--- src/ecpa_pkg.sv ---
// Package with the transaction types, constants and modular helpers of the point unit.
`timescale 1ns / 1ps

package ecpa_pkg;

  // Field and scalar widths are fixed by the transaction formats.
  localparam int FIELD_BITS  = 16;
  localparam int SCALAR_BITS = 16;
  localparam int BIT_IDX_BITS = $clog2(SCALAR_BITS);
  localparam int SHIFT_BITS  = $clog2(FIELD_BITS);
  // Bezout coefficients stay within the modulus in magnitude, plus a sign.
  localparam int S_BITS  = FIELD_BITS + 2;
  localparam int TS_BITS = S_BITS + FIELD_BITS;

  // Configuration register indexes.
  localparam int CFG_INDEX_BITS = 2;
  localparam logic [CFG_INDEX_BITS-1:0] REG_CURVE_A     = 2'd0;
  localparam logic [CFG_INDEX_BITS-1:0] REG_FIELD_PRIME = 2'd1;

  // Operation codes.
  localparam logic OP_ADD  = 1'b0;
  localparam logic OP_MULT = 1'b1;

  // Register values after reset, and the smallest modulus used.
  localparam logic [FIELD_BITS-1:0] CURVE_A_RESET     = 16'd1;
  localparam logic [FIELD_BITS-1:0] FIELD_PRIME_RESET = 16'd23;
  localparam logic [FIELD_BITS-1:0] MIN_PRIME         = 16'd3;

  typedef logic [FIELD_BITS-1:0] field_t;

  typedef struct packed {
    logic                   operation;
    field_t                 first_x;
    field_t                 first_y;
    logic                   first_inf;
    field_t                 second_x;
    field_t                 second_y;
    logic                   second_inf;
    logic [SCALAR_BITS-1:0] scalar;
  } req_t;

  typedef struct packed {
    field_t result_x;
    field_t result_y;
    logic   result_inf;
  } rsp_t;

  // Sum of two residues, reduced once.
  function automatic field_t mod_add(field_t a, field_t b, field_t m);
    logic [FIELD_BITS:0] s;
    s = {1'b0, a} + {1'b0, b};
    if (s >= {1'b0, m}) begin
      s = s - {1'b0, m};
    end
    return s[FIELD_BITS-1:0];
  endfunction

  // Difference of two residues, brought back into range.
  function automatic field_t mod_sub(field_t a, field_t b, field_t m);
    logic [FIELD_BITS:0] s;
    s = {1'b0, a} - {1'b0, b};
    if (a < b) begin
      s = s + {1'b0, m};
    end
    return s[FIELD_BITS-1:0];
  endfunction

endpackage

--- src/ec_point_add_scalar_mult_top.sv ---
// Elliptic-curve point addition and scalar multiplication over GF(p), with a small sequencer.
// A reduction pass over the operands comes first; each point addition is then bounded by the
//   Euclidean inverse (a shift-and-subtract divider) and three 16-step
//   bit-serial modular multiplications, four for a doubling; an infinity operand ends at once.
// Scalar multiply runs up to 2 x SCALAR_BITS point operations.
// Throughput: one transaction at a time; the next is taken once the result is registered.
// Reset: synchronous; curve_a returns to 1, field_prime to 23, and the sequencer to idle.
`timescale 1ns / 1ps

module ec_point_add_scalar_mult_top (
  input  logic                                  clk,
  input  logic                                  rst,
  input  logic                                  req_valid,
  output logic                                  req_ready,
  input  ecpa_pkg::req_t                        req,
  output logic                                  rsp_valid,
  input  logic                                  rsp_ready,
  output ecpa_pkg::rsp_t                        rsp,
  input  logic                                  cfg_valid,
  output logic                                  cfg_ready,
  input  logic [ecpa_pkg::CFG_INDEX_BITS-1:0]   cfg_index,
  input  ecpa_pkg::field_t                      cfg_data
);

  localparam int FB = ecpa_pkg::FIELD_BITS;
  localparam int SB = ecpa_pkg::S_BITS;
  localparam int TB = ecpa_pkg::TS_BITS;

  // Sequencer codes.
  localparam logic [4:0] S_IDLE     = 5'd0;
  localparam logic [4:0] S_RED_LOAD = 5'd1;
  localparam logic [4:0] S_RED_STORE = 5'd2;
  localparam logic [4:0] S_OPSTART  = 5'd3;
  localparam logic [4:0] S_SM_DBL   = 5'd4;
  localparam logic [4:0] S_SM_BIT   = 5'd5;
  localparam logic [4:0] S_SM_NEXT  = 5'd6;
  localparam logic [4:0] S_FIN      = 5'd7;
  localparam logic [4:0] S_P_START  = 5'd8;
  localparam logic [4:0] S_P_DBL1   = 5'd9;
  localparam logic [4:0] S_P_DBL2   = 5'd10;
  localparam logic [4:0] S_P_DBL3   = 5'd11;
  localparam logic [4:0] S_P_INV    = 5'd12;
  localparam logic [4:0] S_I_LOOP   = 5'd13;
  localparam logic [4:0] S_I_SWAP   = 5'd14;
  localparam logic [4:0] S_P_LAM    = 5'd15;
  localparam logic [4:0] S_P_X1     = 5'd16;
  localparam logic [4:0] S_P_X2     = 5'd17;
  localparam logic [4:0] S_P_X3     = 5'd18;
  localparam logic [4:0] S_P_Y1     = 5'd19;
  localparam logic [4:0] S_D_ALIGN  = 5'd20;
  localparam logic [4:0] S_D_SUB    = 5'd21;
  localparam logic [4:0] S_MUL      = 5'd22;

  // Values loaded for reduction, in order: a, first x, first y, second x, second y.
  localparam logic [2:0] RED_LAST = 3'd4;
  localparam logic [ecpa_pkg::SHIFT_BITS-1:0] MUL_TOP =
    ecpa_pkg::SHIFT_BITS'(FB - 1);
  localparam logic [ecpa_pkg::SHIFT_BITS-1:0] SH_ONE = ecpa_pkg::SHIFT_BITS'(1);
  localparam logic [ecpa_pkg::BIT_IDX_BITS-1:0] BIT_ONE = ecpa_pkg::BIT_IDX_BITS'(1);

  logic [4:0] state;
  logic [4:0] ret;
  logic [4:0] pret;

  ecpa_pkg::field_t curve_a;
  ecpa_pkg::field_t field_prime;
  ecpa_pkg::field_t m;
  ecpa_pkg::field_t ared;

  logic                            op;
  logic [ecpa_pkg::SCALAR_BITS-1:0] k;
  logic [ecpa_pkg::BIT_IDX_BITS-1:0] bit_idx;
  logic [2:0]                      red_idx;

  // Operands held for the whole transaction.
  ecpa_pkg::field_t ax, ay, bx, by;
  logic             ainf, binf;

  // Point-add operands and running result.
  ecpa_pkg::field_t px, py, qx, qy, rx, ry, x3;
  logic             pinf, qinf, rinf;
  ecpa_pkg::field_t num, den;

  // Shared divider and Euclid registers.
  ecpa_pkg::field_t                r0, r1, tr;
  logic signed [SB-1:0]            s0, s1;
  logic signed [TB-1:0]            ts;
  logic [ecpa_pkg::SHIFT_BITS-1:0] sh;

  // Shared bit-serial modular multiplier.
  ecpa_pkg::field_t                ma, mb, mr;
  logic [ecpa_pkg::SHIFT_BITS-1:0] mc;

  ecpa_pkg::field_t red_src;
  ecpa_pkg::field_t inv_val;
  ecpa_pkg::field_t mul_next;
  ecpa_pkg::field_t dbl_tmp;

  assign req_ready = (state == S_IDLE);
  assign cfg_ready = 1'b1;

  // Value that the reduction pass is working on.
  always_comb begin
    case (red_idx)
      3'd0:    red_src = ared;
      3'd1:    red_src = ax;
      3'd2:    red_src = ay;
      3'd3:    red_src = bx;
      default: red_src = by;
    endcase
  end

  // Inverse at the end of Euclid: the coefficient brought into range, or 0 without one.
  always_comb begin
    if (r0 == ecpa_pkg::field_t'(1)) begin
      if (s0[SB-1]) begin
        inv_val = s0[FB-1:0] + m;
      end else begin
        inv_val = s0[FB-1:0];
      end
    end else begin
      inv_val = '0;
    end
  end

  // One step of the multiplier: double, then add the multiplicand when the bit is set.
  always_comb begin
    dbl_tmp = ecpa_pkg::mod_add(mr, mr, m);
    if (ma[mc]) begin
      mul_next = ecpa_pkg::mod_add(dbl_tmp, mb, m);
    end else begin
      mul_next = dbl_tmp;
    end
  end

  // Configuration registers.
  always_ff @(posedge clk) begin
    if (rst) begin
      curve_a     <= ecpa_pkg::CURVE_A_RESET;
      field_prime <= ecpa_pkg::FIELD_PRIME_RESET;
    end else if (cfg_valid && cfg_ready) begin
      case (cfg_index)
        ecpa_pkg::REG_CURVE_A:     curve_a     <= cfg_data;
        ecpa_pkg::REG_FIELD_PRIME: field_prime <= cfg_data;
        default: ;
      endcase
    end
  end

  // Sequencer and datapath.
  always_ff @(posedge clk) begin
    if (rst) begin
      state     <= S_IDLE;
      rsp_valid <= 1'b0;
    end else begin
      // The finishing state drives the output valid itself.
      if (rsp_valid && rsp_ready && state != S_FIN) begin
        rsp_valid <= 1'b0;
      end
      case (state)
        S_IDLE: begin
          if (req_valid) begin
            op      <= req.operation;
            k       <= req.scalar;
            ared    <= curve_a;
            ax      <= req.first_x;
            ay      <= req.first_y;
            ainf    <= req.first_inf;
            bx      <= req.second_x;
            by      <= req.second_y;
            binf    <= req.second_inf;
            m       <= (field_prime < ecpa_pkg::MIN_PRIME) ? ecpa_pkg::MIN_PRIME : field_prime;
            red_idx <= '0;
            state   <= S_RED_LOAD;
          end
        end
        S_RED_LOAD: begin
          r0    <= red_src;
          r1    <= m;
          tr    <= m;
          ts    <= '0;
          sh    <= '0;
          ret   <= S_RED_STORE;
          state <= S_D_ALIGN;
        end
        S_RED_STORE: begin
          case (red_idx)
            3'd0:    ared <= r0;
            3'd1:    ax   <= r0;
            3'd2:    ay   <= r0;
            3'd3:    bx   <= r0;
            default: by   <= r0;
          endcase
          if (red_idx == RED_LAST) begin
            state <= S_OPSTART;
          end else begin
            red_idx <= red_idx + 3'd1;
            state   <= S_RED_LOAD;
          end
        end
        S_OPSTART: begin
          if (op == ecpa_pkg::OP_ADD) begin
            px    <= ax;
            py    <= ay;
            pinf  <= ainf;
            qx    <= bx;
            qy    <= by;
            qinf  <= binf;
            pret  <= S_FIN;
            state <= S_P_START;
          end else begin
            rx      <= '0;
            ry      <= '0;
            rinf    <= 1'b1;
            bit_idx <= ecpa_pkg::BIT_IDX_BITS'(ecpa_pkg::SCALAR_BITS - 1);
            state   <= S_SM_DBL;
          end
        end
        S_SM_DBL: begin
          px    <= rx;
          py    <= ry;
          pinf  <= rinf;
          qx    <= rx;
          qy    <= ry;
          qinf  <= rinf;
          pret  <= S_SM_BIT;
          state <= S_P_START;
        end
        S_SM_BIT: begin
          if (k[bit_idx]) begin
            px    <= rx;
            py    <= ry;
            pinf  <= rinf;
            qx    <= ax;
            qy    <= ay;
            qinf  <= ainf;
            pret  <= S_SM_NEXT;
            state <= S_P_START;
          end else begin
            state <= S_SM_NEXT;
          end
        end
        S_SM_NEXT: begin
          if (bit_idx == '0) begin
            state <= S_FIN;
          end else begin
            bit_idx <= bit_idx - BIT_ONE;
            state   <= S_SM_DBL;
          end
        end
        S_FIN: begin
          // The previous result must have left the output register first.
          if (!rsp_valid || rsp_ready) begin
            rsp_valid      <= 1'b1;
            rsp.result_x   <= rinf ? '0 : rx;
            rsp.result_y   <= rinf ? '0 : ry;
            rsp.result_inf <= rinf;
            state          <= S_IDLE;
          end
        end
        S_P_START: begin
          if (pinf) begin
            rx    <= qx;
            ry    <= qy;
            rinf  <= qinf;
            state <= pret;
          end else if (qinf) begin
            rx    <= px;
            ry    <= py;
            rinf  <= 1'b0;
            state <= pret;
          end else if (px == qx) begin
            if (py != qy || py == '0) begin
              rx    <= '0;
              ry    <= '0;
              rinf  <= 1'b1;
              state <= pret;
            end else begin
              ma    <= px;
              mb    <= px;
              mr    <= '0;
              mc    <= MUL_TOP;
              ret   <= S_P_DBL1;
              state <= S_MUL;
            end
          end else begin
            num   <= ecpa_pkg::mod_sub(qy, py, m);
            den   <= ecpa_pkg::mod_sub(qx, px, m);
            state <= S_P_INV;
          end
        end
        // Tangent numerator 3x^2 + a, built by repeated modular addition.
        S_P_DBL1: begin
          num   <= ecpa_pkg::mod_add(mr, mr, m);
          state <= S_P_DBL2;
        end
        S_P_DBL2: begin
          num   <= ecpa_pkg::mod_add(num, mr, m);
          state <= S_P_DBL3;
        end
        S_P_DBL3: begin
          num   <= ecpa_pkg::mod_add(num, ared, m);
          den   <= ecpa_pkg::mod_add(py, py, m);
          state <= S_P_INV;
        end
        S_P_INV: begin
          r0    <= m;
          r1    <= den;
          s0    <= '0;
          s1    <= SB'(1);
          state <= S_I_LOOP;
        end
        S_I_LOOP: begin
          if (r1 == '0) begin
            ma    <= num;
            mb    <= inv_val;
            mr    <= '0;
            mc    <= MUL_TOP;
            ret   <= S_P_LAM;
            state <= S_MUL;
          end else begin
            tr    <= r1;
            ts    <= TB'(s1);
            sh    <= '0;
            ret   <= S_I_SWAP;
            state <= S_D_ALIGN;
          end
        end
        S_I_SWAP: begin
          r0    <= r1;
          r1    <= r0;
          s0    <= s1;
          s1    <= s0;
          state <= S_I_LOOP;
        end
        S_P_LAM: begin
          ma    <= mr;
          mb    <= mr;
          mr    <= '0;
          mc    <= MUL_TOP;
          ret   <= S_P_X1;
          state <= S_MUL;
        end
        S_P_X1: begin
          x3    <= ecpa_pkg::mod_sub(mr, px, m);
          state <= S_P_X2;
        end
        S_P_X2: begin
          x3    <= ecpa_pkg::mod_sub(x3, qx, m);
          state <= S_P_X3;
        end
        S_P_X3: begin
          // The multiplier still holds the slope in ma.
          mb    <= ecpa_pkg::mod_sub(px, x3, m);
          mr    <= '0;
          mc    <= MUL_TOP;
          ret   <= S_P_Y1;
          state <= S_MUL;
        end
        S_P_Y1: begin
          rx    <= x3;
          ry    <= ecpa_pkg::mod_sub(mr, py, m);
          rinf  <= 1'b0;
          state <= pret;
        end
        // Divider: shift the divisor up to the dividend, then subtract on the way down.
        S_D_ALIGN: begin
          if ({tr, 1'b0} <= {1'b0, r0}) begin
            tr <= {tr[FB-2:0], 1'b0};
            ts <= ts <<< 1;
            sh <= sh + SH_ONE;
          end else begin
            state <= S_D_SUB;
          end
        end
        S_D_SUB: begin
          if (r0 >= tr) begin
            r0 <= r0 - tr;
            s0 <= s0 - ts[SB-1:0];
          end
          if (sh == '0) begin
            state <= ret;
          end else begin
            tr <= tr >> 1;
            ts <= ts >>> 1;
            sh <= sh - SH_ONE;
          end
        end
        S_MUL: begin
          mr <= mul_next;
          if (mc == '0) begin
            state <= ret;
          end else begin
            mc <= mc - SH_ONE;
          end
        end
        default: state <= S_IDLE;
      endcase
    end
  end

  // An accepted transaction always starts with the reduction pass.
  a_start: assert property (@(posedge clk) disable iff (rst)
    (req_valid && req_ready) |=> (state == S_RED_LOAD))
    else $error("transaction did not start reduction");

  // The working modulus is never below the minimum while busy.
  a_modulus: assert property (@(posedge clk) disable iff (rst)
    (state != S_IDLE && !$past(state == S_IDLE)) |-> (m >= ecpa_pkg::MIN_PRIME))
    else $error("working modulus below minimum");

  // The divider never aligns a zero divisor.
  a_divisor: assert property (@(posedge clk) disable iff (rst)
    (state == S_D_ALIGN) |-> (tr != '0))
    else $error("zero divisor in divider");

  // A finite result is fully reduced when it is handed out.
  a_reduced: assert property (@(posedge clk) disable iff (rst)
    (state == S_FIN && !rinf) |-> (rx < m && ry < m))
    else $error("result coordinate not reduced");

endmodule

--- config.mk ---
export PLATFORM = sky130hd
export DESIGN_NAME = ec_point_add_scalar_mult_top
export DESIGN_NICKNAME = d
export VERILOG_FILES = /design/src/ecpa_pkg.sv /design/src/ec_point_add_scalar_mult_top.sv
export SDC_FILE = /design/constraint.sdc
export NUM_CORES = 2
export LEC_CHECK = 0
export BUFFER_PORTS_ARGS = -buffer_cell sky130_fd_sc_hd__clkbuf_2
export CAP_MARGIN = 20
export CORE_ASPECT_RATIO = 1.25
export CORE_UTILIZATION = 55
export CTS_CLUSTER_DIAMETER = 40
export DETAILED_ROUTE_END_ITERATION = 12
export PLACE_DENSITY = 0.72
export SLEW_MARGIN = 25
export SYNTH_ARGS = -nofsm -noshare
export SYNTH_HDL_FRONTEND = slang
export SYNTH_SLANG_ARGS = --single-unit
--- constraint.sdc ---
create_clock -name clk -period 9.59 [get_ports clk]
set_input_delay 0 -clock clk [delete_from_list [all_inputs] [get_ports clk]]
set_output_delay 0 -clock clk [all_outputs]
set_load 0.01 [all_outputs]
==> impl_results.md <==
- Status: finished, final reports clean
- Final antenna-violating net count: 0
- First-pass GRT wire length: 238000 µm
- Non-filler cells, final: about 5700
- Gpl congestion: 1.15
- Number of max-cap violations: 0
- Area grow syn2layout: 14.3%
- Slew headroom: 0.262
- Vias in the first global route: around 36000
- Sink Count: between 500 and 600
- PortBufs: 140
- Post-CTS Setup Repair Bufs: 0
- Final hold viol count: 0
- Final net count: between 5000 and 6000
- Initial Util: 0.556
- Slew @ Worst Pin: between 1000 and 1500 ps
- TritonCTS clock tree: built
- I/O pin count: about 140
- Largest net degree at the start of global routing: slightly above 100
- Die X: 248 µm
- Routed wire length per instance: ~29 µm
- Final worst setup slack: about 1500 ps
- Latest clock arrival within the worst-skew pair: 660 ps
- Layout cells sized above 1: 0.106
- Syn Inst Count: approximately 4400
- Asr flop ratio synth: 0
- Flops & latches, synth: 521
- DR vias/cell: 6.73
- Final Cycle Share: 0.848
- CTS Root Cell: clkbuf_16
- Cells after DPL: about 5400
- Syn_area_per_cell: 9.47 µm²
- Hold_buf cts: around 120
- Max Root-Sink Buffers: 3
- Cell Pwr Density: 286 nW/µm²
- Row cnt: approximately 110
- Height of the die: approximately 310 µm
- Final Max Slew Viols: 0
- Number of remaining DRC errors: 0
- Netlist area before placement: between 40000 and 50000 µm²
- Clock period minus worst slack: slightly above 8000 ps
- Die footprint: between 70000 and 80000 µm²
- Pre-CTS setup slack: ~1600 ps
- Post-layout util: 0.636
- P_leak: between 0.015 and 0.02 µW
- Routed WL: ~170000 µm
- Setup CP Type: flip-flop to flip-flop
- Syn nets: between 4000 and 5000
- Initial antenna violation count: 15
- Core area: between 70000 and 80000 µm²
- HP Class: input pin to flip-flop
- Num CTS Buffers: 80
- CP arrival: 8590 ps
- Filler Cell Count: about 6200
- CP Max Fanout: 25
- Netlist cell types: 93
- Hpwl dp: roughly 130000 µm
- Crit start category: flip-flop
- Number of synthesized flops with an enable pin: approximately 480
- H-tree depth: 3
- Number of setup violations in the final report: 0
- Clk_skew: a little over 40 ps
- CP Capture Type: flip-flop
- Worst-path clk slew: ~60 ps
- Pre-Repair DR Iteration Count: 8
- Top_reg_cell synth: edfxtp_1
- Tot Pwr: approximately 14000 µW
- GRT Residual Overflow: 0
- All-Layer GR Usage: 0.430
- Via count: 38200
- Reg2reg path depth: 27
- Critical Path RT: between 10000 and 15000 ps
- Drt first-iter violations: 4829
- Seq/Total Area, Yosys: 0.367
- Max Fclk: 123 MHz
- Hold path cells: 2
- Ys Warns: 0
- VDD IR max: about 0.22 mV
- CTS-repair resized insts: 0
- RSZ-0062 raised after global routing: false
- Sum of negative setup slack: 0 ps
==> cell families (layout without fill, tap and decap cells) <==
| group | after synthesis | count (layout) | synth area share |
|---|---|---|---|
| AO/OA/AOI/OAI | 1396 | 1396 | 0.223 |
| flip-flops | 521 | 521 | 0.367 |
| AND/OR/NAND/NOR | 1117 | 1117 | 0.126 |
| adder cells (fa/ha/maj) | 414 | 414 | 0.129 |
| multiplexers | 197 | 197 | 0.0519 |
| buffers and inverters | 464 | 769 | 0.0429 |
| other | 1 | 10 | 0.0000901 |
| XOR/XNOR | 285 | 285 | 0.0600 |
==> flip-flops by register name, indices dropped and copies added (netlist names), 18 cells and up <==
name,cells
ts,34
rsp,33
s1,18
s0,18
==> layout make-up <==
type | count | area [µm²] | share of cell area
Inverter | 288 | 1080 | 0.0227
Multi-Input combinational cell | 3410 | 24700 | 0.520
Sequential cell | 521 | 15300 | 0.321
Clock inverter | 58 | 659 | 0.0139
Timing Repair Buffer | 333 | 2460 | 0.0517
Clock buffer | 90 | 2120 | 0.0446
Tap cell | 969 | 1210 | 0.0255
Antenna cell | 9 | 22.5 | 0.000473
==> placed cells by master, fill, tap and decap left out, types with 123 or more instances in the layout <==
cell and instances:
a21o_1 199, a21oi_1 346, clkbuf_2 140, dlygate4sd3_1 123
edfxtp_1 483, ha_1 389, inv_1 285, mux2i_1 135
nand2_1 338, nor2_1 304, o21ai_0 267, xnor2_1 191
==> worst paths after layout <==
kind	to	from	slack [ps]
setup / recovery	mr[3]	m[2]	1460
hold / removal	k[10]	req[10]	70
setup reg to reg	mr[3]	m[2]	1460
hold reg to reg	curve_a[15]	curve_a[15]	460
==> power by group <==
| part | leakage (µW) | switching (µW) | internal, µW |
|---|---|---|---|
| Combinational | 0.0138 | 4390 | 2720 |
| Clock | 0.00135 | 1250 | 1810 |
| Sequential | 0.00474 | 427 | 2990 |
| Total | 0.0199 | 6070 | 7530 |
==> metrics by stage <==
stage	hold WS (ps)	area, µm²
CTS	45.5	47500
global route	65.8	47500
finish	67.6	47600
floorplan	98.9	41600
detailed placement	179	43500
global placement	176	43500
==> worst max-delay path, stage by stage, from the launching register on <==
cell and delay (ps):
edfxtp_1 850, inv_1 420, ha_1 470, o21ai_1 130, a21oi_1 140, o41ai_4 490
o211ai_1 200, a31oi_2 200, buf_4 290, mux2_2 430, ha_1 280, a21o_1 180
a21o_1 210, a211oi_1 380, o31a_1 270, a21oi_1 120, a41oi_1 330, nor2b_1 210
xnor2_1 150, ha_1 320, nand4_1 110, nor3_1 60, a2111oi_0 480, o211ai_2 500
buf_4 350, nand2_1 60, o21ai_0 70, a211oi_1 250
==> Yosys cell counts (53+ instances only) <==
master,count,area [µm²]
mux2i_1,135,1350
edfxtp_1,483,14500
ha_1,389,4870
nor2b_1,80,500
xnor2_1,191,1670
a21o_1,199,1490
clkbuf_1,142,533
nand3_1,72,360
nand2_1,339,1270
nor3_1,72,360
a21oi_1,349,1750
xor2_1,94,823
nor2_1,315,1180
a22oi_1,86,646
o21ai_0,267,1340
a211oi_1,53,398
inv_1,285,1070
==> metal layers <==
| metal | global-route usage | wire, µm |
|---|---|---|
| met5 | 0 | 68 |
| met4 | 0.333 | 15700 |
| met3 | 0.110 | 18200 |
| met2 | 0.678 | 74000 |
| met1 | 0.498 | 58600 |
Power figures use the tool's default switching activity.
